## src/rtl/tvp_pkg.sv

```systemverilog
// Package for the turtle vector plotter: command codes, field widths,
// the CORDIC constants and the control word carried down the pipeline.
// No dependencies; every other file in rtl imports it.
package tvp_pkg;

  localparam int AngleBitsDef = 16;
  localparam int PosBitsDef   = 24;

  localparam int CMD_W    = 3;
  localparam int AMOUNT_W = 16;
  localparam int COLOR_W  = 3;
  localparam int COORD_W  = 24;

  localparam int CORDIC_ITERS = 16;
  localparam int CW           = 34;
  localparam int AMT_W        = 17;
  localparam int DISP_W       = 19;
  localparam int FRAC_BITS    = 30;

  localparam int IN_DATA_W  = 24;
  localparam int OUT_DATA_W = 104;

  localparam logic signed [CW-1:0] CORDIC_K = 34'sd652032874;

  localparam logic signed [CW-1:0] ATAN_TAB [CORDIC_ITERS] = '{
    34'sh020000000, 34'sh012E4051D, 34'sh009FB385B, 34'sh0051111D4,
    34'sh0028B0D43, 34'sh00145D7E1, 34'sh000A2F61E, 34'sh000517C55,
    34'sh00028BE53, 34'sh000145F2E, 34'sh0000A2F98, 34'sh0000517CC,
    34'sh000028BE6, 34'sh0000145F3, 34'sh00000A2F9, 34'sh00000517C
  };

  typedef enum logic [CMD_W-1:0] {
    CMD_FWD      = 3'd0,
    CMD_BACK     = 3'd1,
    CMD_RIGHT    = 3'd2,
    CMD_LEFT     = 3'd3,
    CMD_PEN_DOWN = 3'd4,
    CMD_PEN_UP   = 3'd5,
    CMD_HOME     = 3'd6,
    CMD_COLOR    = 3'd7
  } cmd_e;

  typedef struct packed {
    logic               is_move;
    logic               is_home;
    logic               pen;
    logic [COLOR_W-1:0] color;
  } tvp_ctl_t;

endpackage

```

## src/rtl/tvp_pos.sv

```systemverilog
// Position accumulator and result register of the turtle vector plotter:
// adds the step, saturates, clears on home, and registers the drawn
// segment. Depends on tvp_pkg.
module tvp_pos #(
  parameter int POS_BITS = tvp_pkg::PosBitsDef
) (
  input  logic                              clk_i,
  input  logic                              rst_ni,
  input  logic                              adv_i,
  input  logic                              vld_i,
  input  tvp_pkg::tvp_ctl_t                 ctl_i,
  input  logic signed [tvp_pkg::DISP_W-1:0] dx_i,
  input  logic signed [tvp_pkg::DISP_W-1:0] dy_i,
  output logic                              out_vld_o,
  output logic [tvp_pkg::COORD_W-1:0]       start_x_o,
  output logic [tvp_pkg::COORD_W-1:0]       start_y_o,
  output logic [tvp_pkg::COORD_W-1:0]       end_x_o,
  output logic [tvp_pkg::COORD_W-1:0]       end_y_o,
  output logic [tvp_pkg::COLOR_W-1:0]       seg_color_o,
  output logic                              clipped_o
);
  import tvp_pkg::*;

  localparam int SUM_W = ((POS_BITS > DISP_W) ? POS_BITS : DISP_W) + 1;
  localparam logic signed [SUM_W-1:0] PosMax = SUM_W'((64'sd1 <<< (POS_BITS - 1)) - 64'sd1);
  localparam logic signed [SUM_W-1:0] PosMin = -PosMax - SUM_W'(1);
  localparam logic signed [POS_BITS-1:0] PosYReset = POS_BITS'(256);

  logic signed [POS_BITS-1:0] pos_x_q, pos_y_q, new_x, new_y;
  logic signed [SUM_W-1:0]    sum_x, sum_y;
  logic                       clip_x, clip_y;
  logic                       out_vld_q;
  logic [COORD_W-1:0]         sx_q, sy_q, ex_q, ey_q;
  logic [COLOR_W-1:0]         color_q;
  logic                       clip_q, emit;

  assign sum_x = SUM_W'(pos_x_q) + SUM_W'(dx_i);
  assign sum_y = SUM_W'(pos_y_q) + SUM_W'(dy_i);

  always_comb begin
    clip_x = 1'b1;
    clip_y = 1'b1;
    if (sum_x > PosMax) new_x = PosMax[POS_BITS-1:0];
    else if (sum_x < PosMin) new_x = PosMin[POS_BITS-1:0];
    else begin
      new_x  = sum_x[POS_BITS-1:0];
      clip_x = 1'b0;
    end
    if (sum_y > PosMax) new_y = PosMax[POS_BITS-1:0];
    else if (sum_y < PosMin) new_y = PosMin[POS_BITS-1:0];
    else begin
      new_y  = sum_y[POS_BITS-1:0];
      clip_y = 1'b0;
    end
  end

  assign emit = vld_i & ctl_i.is_move & ctl_i.pen;

  always_ff @(posedge clk_i or negedge rst_ni) begin
    if (!rst_ni) begin
      pos_x_q   <= '0;
      pos_y_q   <= PosYReset;
      out_vld_q <= 1'b0;
    end else if (adv_i) begin
      out_vld_q <= emit;
      if (vld_i && ctl_i.is_move) begin
        pos_x_q <= new_x;
        pos_y_q <= new_y;
      end else if (vld_i && ctl_i.is_home) begin
        pos_x_q <= '0;
        pos_y_q <= '0;
      end
    end
  end

  always_ff @(posedge clk_i) begin
    if (adv_i && emit) begin
      sx_q    <= COORD_W'(pos_x_q);
      sy_q    <= COORD_W'(pos_y_q);
      ex_q    <= COORD_W'(new_x);
      ey_q    <= COORD_W'(new_y);
      color_q <= ctl_i.color;
      clip_q  <= clip_x | clip_y;
    end
  end

  assign out_vld_o   = out_vld_q;
  assign start_x_o   = sx_q;
  assign start_y_o   = sy_q;
  assign end_x_o     = ex_q;
  assign end_y_o     = ey_q;
  assign seg_color_o = color_q;
  assign clipped_o   = clip_q;

endmodule

```

## config.mk

```make
export PLATFORM = sky130hd
export DESIGN_NAME = tvp_pos
export DESIGN_NICKNAME = d
export VERILOG_FILES = /design/src/rtl/tvp_pkg.sv /design/src/rtl/tvp_pos.sv
export SDC_FILE = /design/constraint.sdc
export NUM_CORES = 1
export LEC_CHECK = 0
export BUFFER_PORTS_ARGS = -buffer_cell sky130_fd_sc_hd__buf_2
export CORE_ASPECT_RATIO = 0.75
export CORE_MARGIN = 1
export CORE_UTILIZATION = 30
export DETAILED_ROUTE_END_ITERATION = 8
export HOLD_SLACK_MARGIN = 0.08
export SLEW_MARGIN = 20
export SYNTH_ARGS = -nofsm -noshare
export SYNTH_HDL_FRONTEND = slang
export SYNTH_SLANG_ARGS = --single-unit
```

## constraint.sdc

```tcl
create_clock -name clk_i -period 3.9 [get_ports clk_i]
set_clock_uncertainty 0.2 [all_clocks]
set_input_delay 1.17 -clock clk_i [delete_from_list [all_inputs] [get_ports clk_i]]
set_output_delay 1.17 -clock clk_i [all_outputs]
set_load 0.05 [all_outputs]
```

=== Word-level counts from Yosys, hierarchy flattened ===
Cells that the tools add are included.

* Bits in registers: 149
* Input port bits: 48
* Output and inout bits: 101

* Magnitude comparators: 4
* Add/sub/neg operators: 2
* Multiplexer cells: 11
* Bitwise logic cells: 3
* Reductions and logical operators: 5

{| class="wikitable"
|+ Operators by type and width
! cell !! count
|-
| 2-to-1 mux 24 bit || 7
|-
| adder 24 x 19 -> 25 bit || 2
|-
| > comparator 25 x 24 -> 1 bit, second input constant || 2
|-
| < comparator 25 x 24 -> 1 bit, second input constant || 2
|-
| 2-to-1 mux 1 bit || 4
|-
| logical AND 1 bit || 3
|-
| bitwise AND 1 bit || 2
|-
| AND reduction 2 bit || 1
|-
| nonzero test 2 bit || 1
|-
| OR 1 bit || 1
|}

=== Logic depth before layout (Yosys ltp) ===
Gate-level depths: netlist of run 1.

* Depth in word-level cells: 5
* Depth in mapped cells: 14
* Depth with buffers taken out: 12

=== Worst setup path before layout of run 1 ===
No wires, ideal clock.

* Kind: input port to flip-flop
* Start: input port adv_i
* End: register clip_q (netlist: clipped_o), enable pin
* Arrival time: 3.901 ns
* Setup slack: -0.672 ns
* Stages: 3
* Cell sequence: and3_1 > clkbuf_1 > and2_1

* Word-level cells in the longest chain between the ends: 1

{| class="wikitable"
|+ Ends and longest elaborated chain
! element !! RTL line !! text
|-
| start: declaration || tvp_pos.sv:9 || <nowiki>input logic adv_i,</nowiki>
|-
| logical AND 1 bit || tvp_pos.sv:77 || <nowiki>if (adv_i && emit) begin</nowiki>
|-
| end signal: assignment || tvp_pos.sv:83 || <nowiki>clip_q <= clip_x | clip_y;</nowiki>
|-
| end: declaration || tvp_pos.sv:35 || <nowiki>logic clip_q, emit;</nowiki>
|}

No other way between the ends.
A chain may end at the register's enable or synchronous reset.

=== Worst setup path in the final report of run 1 ===
* Start: input port dx_i[0] (netlist bit)
* End: register ex_q[22] (netlist: end_x_o[22]) (data pin)

* Word-level cells in the longest chain between the ends: 4

{| class="wikitable"
|+ Ends and longest elaborated chain
! element !! RTL line !! text
|-
| start: declaration || tvp_pos.sv:12 || <nowiki>input logic signed [tvp_pkg::DISP_W-1:0] dx_i,</nowiki>
|-
| adder 24 x 19 -> 25 bit (*) || tvp_pos.sv:37 || <nowiki>assign sum_x = SUM_W'(pos_x_q) + SUM_W'(dx_i);</nowiki>
|-
| < comparator 25 x 24 -> 1 bit || tvp_pos.sv:44 || <nowiki>else if (sum_x < PosMin) new_x = PosMin[POS_BITS-1:0];</nowiki>
|-
| 2-to-1 mux 24 bit || tvp_pos.sv:44 ||
|-
| 2-to-1 mux 24 bit (*) || tvp_pos.sv:43 || <nowiki>if (sum_x > PosMax) new_x = PosMax[POS_BITS-1:0];</nowiki>
|-
| net new_x[22] || tvp_pos.sv:29 || <nowiki>logic signed [POS_BITS-1:0] pos_x_q, pos_y_q, new_x, new_y;</nowiki>
|-
| end signal: assignment || tvp_pos.sv:80 || <nowiki>ex_q <= COORD_W'(new_x);</nowiki>
|-
| end: declaration || tvp_pos.sv:33 || <nowiki>logic [COORD_W-1:0] sx_q, sy_q, ex_q, ey_q;</nowiki>
|}

Mark *: on every way through the listed nets, which the timed path passes. The rest lies on a longest branch.

==> results.cfg, run 1 <==
[yosys]
synthArstFlopShare_pct = 32.9
synth_top_cell_area_share_pct = 37.7
avgSynthCellArea_um2 = 11.5
yosysTopAreaCell = edfxtp_1
synth.distinct_cells = 73
synth_cells = 694
synthFlopType = edfxtp_1
mappedNetlistNets = 792
yosysWarnings = 0
ys_seq_area_share_pct = 53.1
synth_area_um2 = 7960
synth_edf_count = 100
ys_top_cells_by_area = edfxtp_1, dfrtp_1, ha_1
synth_seq_cells = 149

[timing]
tightest_slew_ns = 0.665
rsz0062_at_grt = false
fin_crit_sh_pct = 97.7
slew_headroom_pct = 55.6
setup-tns-final_ns = 0
min_period_ns = 3.81
finalSetupViolations = 0
fmax_mhz = 263
drv_slew = 0
hold_violations = 0
timing.final.ws_setup_ns = 0.0913

[critical_path]
start_kind = primary input
worstPathMaxFanout = 3
cp_data_arrival_time_ns = 3.78
path_class = in -> reg
reg2reg_slack_ns = 0.54
cp_data_required_time_ns = 3.87
cp-end-kind = flip-flop

[clocking]
clkLatencyLatePin_ns = 0.42
root_buffer = clkbuf_16
cts_made_buffers = 17
cts_tree = built
cts_sinks = 149
cts.clk_slew.worst_paths_ns = 0.07
cts_max_path_buffers = 2
ctsResizeCount = 0
htree_num_levels = 4

[floorplanning]
pin_count = 149
die_area_um2 = 27200
num_rows = 51
chipWidth_um = 190
design.core.area_um2 = 26000
initial_utilization_pct = 30.6
die_y_um = 143

[hold_path]
hold_class = reg -> reg

[layout]
fin_nets = 1024
layout_commonest_cell = buf_2
antenna-diode-count = 0
finalInstanceArea_um2 = 10400
area_delta_synth_final_pct = 30.2
layout.cells.most_common_list = buf_2, edfxtp_1, buf_4, nand2_1, o21ai_0
final_layout_size_suffix_gt1_share_pct = 32.2

[pwr]
p_per_area_nw_per_um2 = 850
max-vdd-ir-drop_mv = 0.306
total_leakage_power_nw = 4.54

[global_routing]
grt_overflow = 0
antenna_found_initial = 0
grt.total_usage_pct = 16.8
grt_pass1_vias = 6051
grt_max_degree = 72
grt_pass1_wl_um = 34800

[placement]
dp_slack_ns = -0.310
dp_hpwl_um = 16000
port_buffers = 148
place_area_um2 = 9750
routabilityCongestion = 0.898

[status]
outcome = completed

[routing]
drt_first_pass_iters = 5
viasPerCell = 4.96
wl_per_cell_um = 17.5
drtAntennaViolNets = 0
drt-total-wl_um = 22500
route.detailed.drc = 0
drtIter0Drc = 351
num_vias = 6365

[run]
maxCapViolCount = 0
## Yosys cell counts (2+ instances only)
master	instances
edfxtp_1	100
nand2_1	68
o21ai_0	50
dfrtp_1	48
ha_1	48
a21oi_1	38
nor2_1	31
inv_1	26
a21o_1	23
xnor2_1	22
nor3_1	20
o21ai_1	14
o311ai_0	14
xor2_1	13
nand3_1	12
clkbuf_1	11
and2_1	10
o211ai_1	10
o211ai_2	10
and3_1	8
buf_2	7
buf_6	7
maj3_1	7
o21bai_1	7
a21boi_0	6
nor2b_1	5
a211o_1	4
a211oi_1	4
nand2b_1	4
o21a_1	4
or3_1	4
a311oi_1	3
a31oi_1	3
clkbuf_2	3
nand4_1	3
a221o_1	2
a22o_1	2
fa_1	2
nand3b_1	2
nor3b_1	2
o211a_1	2
o21ai_2	2
o22ai_1	2
o311a_1	2
## path summary, 6_finish.rpt
path / startpoint / endpoint / cells past startpoint
setup / recovery: dx_i[0] / end_x_o[22] / 13
hold / removal: pos_x_q[11] / start_x_o[11] / 0
setup reg to reg: pos_x_q[0] / end_x_o[22] / 12
hold reg to reg: pos_x_q[11] / start_x_o[11] / 0
max in group asynchronous: rst_ni / pos_y_q[8] / 2
min in group asynchronous: rst_ni / pos_x_q[16] / 2
## metrics by stage
step | util [%] | hold WS [ns] | std cells | power (mW)
2_1_floorplan | - | 0.250 | 694 | 5.51
5_1_grt | 39.8 | 0.288 | 1283 | 9.42
3_3_place_gp | 37.5 | 0.266 | 1248 | 7.04
3_5_place_dp | 37.5 | 0.267 | 1248 | 7.09
6_report | 39.8 | 0.281 | 1283 | 8.81
4_1_cts | 39.7 | 0.283 | 1280 | 8.82
## cells by family (layout without fill, tap and decap cells)
family	count (synthesis)	after routing	synth area share, %
flip-flops	149	149	53.1
XOR/XNOR	35	35	3.85
buffers and inverters	56	301	3.54
AND/OR/NAND/NOR	175	175	10.5
multiplexers	1	1	0.126
adder cells (fa/ha/maj)	58	58	9.07
AO/OA/AOI/OAI	220	220	19.8
## state kept, by name, summed over array words and instances (netlist names)
name and count:
end_x_o 24, end_y_o 24, pos_x_q 24, pos_y_q 24, start_x_o 24, start_y_o 24, seg_color_o 3, clipped_o 1
out_vld_o 1
## power by group
| group | switching [mW] | internal, mW |
|---|---|---|
| Clock | 0.703 | 0.965 |
| Combinational | 2.65 | 1.98 |
| Sequential | 0.237 | 2.28 |
| Total | 3.58 | 5.22 |
## repair_timing
action                     CTS  global route
hold buffers                 0             0
setup endpoints to repair    0             1
buffers inserted             0             3
## critical path, stage by stage
cell,delay (ns)
buf_2,0.11
ha_1,0.25
inv_1,0.08
fa_1,0.19
nor2b_1,0.06
o31a_1,0.27
o21ai_2,0.30
o211ai_1,0.17
buf_4,0.15
a21oi_1,0.27
nor3_1,0.08
a311o_1,0.33
maj3_1,0.35
## routing by layer
layer  global-route usage [%]  share of wire [%]
met5                        0                  0
met2                     22.7                 41
met1                     26.5                 54
met3                     3.76                5.0
met4                     3.48               0.64
## final cells by class
cell class,count,area [µm²]
flip-flops and latches,149,4230
multi-input cells,489,3450
repair buffers,242,1560
inverters,27,104
fillers,2508,15700
clock buffers,18,439
clock inverters,14,149
well taps,344,430
Note: power is estimated with default switching activity, not from simulation.
==> run 2, diff against run 1 <==
CORE_MARGIN = 4   (was 1)
==> results.cfg, run 2 (synthesized netlist as in run 1, its figures left out) <==
[status]
outcome = completed

[clocking]
cts_tree = built
root_buffer = clkbuf_16
cts_max_path_buffers = 2
cts_sinks = 149
cts_setup_buffers = 0
htree_num_levels = 4
clkLatencyLatePin_ns = 0.42
cts.clk_slew.worst_paths_ns = 0.07
cts_made_buffers = 17

[placement]
routabilityCongestion = 0.850
dp_hpwl_um = 17300
port_buffers = 148
dp_slack_ns = -0.253
place_inst = 1260

[critical_path]
cp-end-kind = flip-flop
path_cells = buf_2 -> ha_1 -> inv_1 -> fa_1 -> nor2b_1 -> o31a_1 -> o21ai_2 -> o211ai_1 -> buf_4 -> a21oi_1 -> nor3_1 -> a311o_1 -> maj3_1
slowest_stage = a21oi_1
cp.buffers_inverters = 3
cp_data_arrival_time_ns = 3.74
r2r_end = end_x_o[22]
reg2reg_slack_ns = 0.52
start_kind = primary input
reg2reg_depth = 12
worstPathMaxFanout = 3
slowest_delay_ns = 0.34
cp_data_required_time_ns = 3.86
r2r-start = pos_x_q[0]
path_delay_family = compound AO/OA/AOI/OAI gates
path_class = in -> reg

[timing]
tightest_slew_ns = 0.882
finalSetupViolations = 0
whs_ns = 0.276
fin_crit_sh_pct = 96.9
slew_headroom_pct = 41.0
fmax_mhz = 265
drv_slew = 0
min_period_ns = 3.78
hold_violations = 0
rsz0062_at_grt = false
timing.final.ws_setup_ns = 0.122

[global_routing]
grt.total_usage_pct = 16.2
antenna_found_initial = 3
grt_overflow = 0
grt_pass1_vias = 6368
grt_max_degree = 49
grt_pass1_wl_um = 37000

[routing]
drt-total-wl_um = 23600
drtIter0Drc = 530
viasPerCell = 4.93
num_vias = 6371
wl_per_cell_um = 18.2
drt_first_pass_iters = 5
drtAntennaViolNets = 0
route.detailed.drc = 0

[layout]
area_delta_synth_final_pct = 31.5
layout_commonest_cell = buf_2
fin_nets = 1033
layout.cells.most_common_list = buf_2, edfxtp_1, buf_4, nand2_1, o21ai_0
final_util_pct = 40.2
fill_cells = 2569
final_layout_size_suffix_gt1_share_pct = 32.6
stdcell_count = 1293

[pwr]
max-vdd-ir-drop_mv = 0.379
p_sw_mw = 3.54
p_int_mw = 5.30
seqPwrFrac_pct = 28.5
switching_share_pct = 40.1
total_leakage_power_nw = 4.60
power_mw = 8.85
p_clk_share_pct = 19.0
p_per_area_nw_per_um2 = 845
combPwrFrac_pct = 52.4

[floorplanning]
die_area_um2 = 29200
initial_utilization_pct = 30.6
num_rows = 51
design.core.area_um2 = 26000
pin_count = 149
chipWidth_um = 196
die_y_um = 149

[hold_path]
whs_path_depth = 0
hold_end = start_x_o[12]
hp-start = pos_x_q[12]
hold_class = reg -> reg

[run]
maxCapViolCount = 0
[run 2: area by class of cell]
class                   count  area, µm²  share of cell area [%]
flip-flops and latches    149       4230                    40.4
clock buffers              20        437                    4.17
repair buffers            251       1650                    15.8
inverters                  27        104                   0.992
clock inverters            12        155                    1.48
diodes                      1       2.50                  0.0239
well taps                 344        430                    4.11
multi-input cells         489       3460                    33.0
[run 2: worst max path at each step]
| stage | cells after the start | slack, ns | endpoint | start |
|---|---|---|---|---|
| after global routing | 13 | 0.009 | end_x_o[22] | dx_i[0] |
| after detailed placement | 13 | -0.25 | end_x_o[22] | dx_i[0] |
| after floorplan | 14 | 0.15 | end_x_o[10] | dx_i[0] |
| final | 13 | 0.12 | end_x_o[22] | dx_i[0] |
| after CTS | 12 | 0.17 | end_y_o[15] | dy_i[5] |
| after global placement | 13 | -0.23 | end_x_o[22] | dx_i[0] |
[run 2: power by group through the flow]
stage,combinational [mW],clock [mW],sequential (mW)
2_1_floorplan,2.78,0,2.72
5_1_grt,5.14,1.80,2.56
4_1_cts,4.62,1.73,2.52
6_report,4.64,1.69,2.52
3_5_place_dp,4.59,0,2.55
3_3_place_gp,4.54,0,2.55
[run 2: through the flow]
stage | setup TNS (ns) | cell area [µm²]
floorplan | 0 | 7960
global placement | -7.43 | 9870
detailed placement | -10.86 | 9870
CTS | 0 | 10500
global route | 0 | 10500
finish | 0 | 10500
[run 2: repair_timing]
item | in CTS | in global routing
gates resized for setup | 0 | 2
setup endpoints to repair | 0 | 2
hold buffers | 0 | 0
[run 2: routing by layer]
layer,vias up,part of all wire (%),global-route usage [%]
met4,4,0.56,3.28
met2,179,42,23.0
met3,10,5.0,3.39
met5,-,0.089,0
met1,3085,53,25.5
li1,3093,-,-
==> run 3, diff against run 2 <==
CTS_CLUSTER_DIAMETER = 120   (was unset)
MAX_ROUTING_LAYER = met4   (was unset)
==> results.cfg, run 3 (synthesized netlist as in run 1, its figures left out) <==
[routing]
drt_first_pass_iters = 5
wl_per_cell_um = 18.0
drtIter0Drc = 373
route.detailed.drc = 0
drt-total-wl_um = 23200
num_vias = 6303
drtAntennaViolNets = 0
viasPerCell = 4.89

[critical_path]
start_kind = primary input
r2r-start = pos_x_q[0]
reg2reg_slack_ns = 0.58
cp_data_required_time_ns = 3.87
path_class = in -> reg
worstPathMaxFanout = 3
r2r_end = end_x_o[22]
cp-end-kind = flip-flop
reg2reg_depth = 12
cp_data_arrival_time_ns = 3.74

[clocking]
cts_tree = built
hold_buffers = 0
cts_made_buffers = 17
root_buffer = clkbuf_16
cts.clk_slew.worst_paths_ns = 0.06
cts_sinks = 149
htree_num_levels = 4
clkLatencyLatePin_ns = 0.42
cts_max_path_buffers = 2

[timing]
rsz0062_at_grt = false
slew_headroom_pct = 53.4
finalSetupViolations = 0
fmax_mhz = 265
setup-tns-final_ns = 0
fin_crit_sh_pct = 96.7
min_period_ns = 3.77
hold_violations = 0
tightest_slew_ns = 0.699
timing.final.ws_setup_ns = 0.128
drv_slew = 0

[pwr]
p_per_area_nw_per_um2 = 846
max-vdd-ir-drop_mv = 0.299
power_mw = 8.84
total_leakage_power_nw = 4.58

[placement]
place_area_um2 = 9810
port_buffers = 148
dp_slack_ns = -0.404
dp_hpwl_um = 16900
routabilityCongestion = 0.875

[layout]
layout.cells.most_common_list = buf_2, edfxtp_1, buf_4, nand2_1, o21ai_0
finalInstanceArea_um2 = 10500
layout_commonest_cell = buf_2
fill_cells = 2557
seq_area_um2 = 4230
final_layout_size_suffix_gt1_share_pct = 32.7
fin_nets = 1030
multi_input_area_um2 = 3470
area_delta_synth_final_pct = 31.4

[global_routing]
grt_pass1_wl_um = 36100
antenna_found_initial = 2
grt.total_usage_pct = 16.5
grt_max_degree = 49
grt_overflow = 0
grt_pass1_vias = 6178

[status]
outcome = completed

[run]
maxCapViolCount = 0

[floorplanning]
chipWidth_um = 196
pin_count = 149
die_y_um = 149
num_rows = 51
design.core.area_um2 = 26000
die_area_um2 = 29200
initial_utilization_pct = 30.6

[hold_path]
hp-start = pos_x_q[13]
hold_class = reg -> reg
whs_path_depth = 0
hold_end = start_x_o[13]
-- run 3: metal layers --
layer / track usage [%] / share of wire, % / vias up
li1: - / - / 3099
met1: 25.5 / 54 / 3019
met2: 22.1 / 41 / 171
met3: 3.27 / 4.6 / 14
met4: 3.52 / 0.72 / 0
met5: - / 0 / -
-- run 3: critical path, stage by stage --
cell and delay (ns):
buf_2 0.11, ha_1 0.24, inv_1 0.08, fa_1 0.19, nor2b_1 0.06, o31a_1 0.28
o21ai_2 0.28, o211ai_1 0.15, buf_4 0.15, a21oi_1 0.27, nor3_1 0.08, a311o_1 0.34
maj3_1 0.34
-- run 3: repair_timing --
item | CTS | global route
gates resized for setup | 0 | 7
setup endpoints to repair | 0 | 66
buffers inserted | 0 | 1
-- run 3: worst max path at each step --
stage	startpoint	end	depth (start not counted)	slack, ns
floorplan	dx_i[0]	end_x_o[10]	14	0.15
global placement	dy_i[6]	pos_y_q[8]	11	-0.36
detailed placement	dy_i[6]	pos_y_q[8]	11	-0.40
CTS	dy_i[6]	pos_y_q[8]	11	0.06
global route	dx_i[0]	end_x_o[22]	13	0.005
finish	dx_i[0]	end_x_o[22]	13	0.13
-- run 3: area by class of cell --
| cell class | count | area share, % |
|---|---|---|
| timing repair buffer | 248 | 15.5 |
| tap | 344 | 4.11 |
| inverter | 27 | 0.993 |
| multi-input combinational | 489 | 33.2 |
| clock buffer | 20 | 4.27 |
| clock inverter | 11 | 1.46 |
| sequential | 149 | 40.4 |
| antenna | 2 | 0.0478 |
-- run 3: power breakdown --
part	total [mW]	switching (mW)	leakage (nW)	internal (mW)
Combinational	4.62	2.63	2.76	1.99
Sequential	2.52	0.235	1.54	2.28
Clock	1.71	0.682	0.283	1.03
Total	8.84	3.55	4.58	5.30
-- run 3: stage by stage --
stage / hold slack [ns] / utilization, % / std cells
after floorplan: 0.250 / - / 694
after global placement: 0.266 / 37.7 / 1256
after detailed placement: 0.265 / 37.7 / 1256
after CTS: 0.278 / 40.0 / 1287
after global routing: 0.288 / 40.2 / 1290
final: 0.270 / 40.2 / 1290
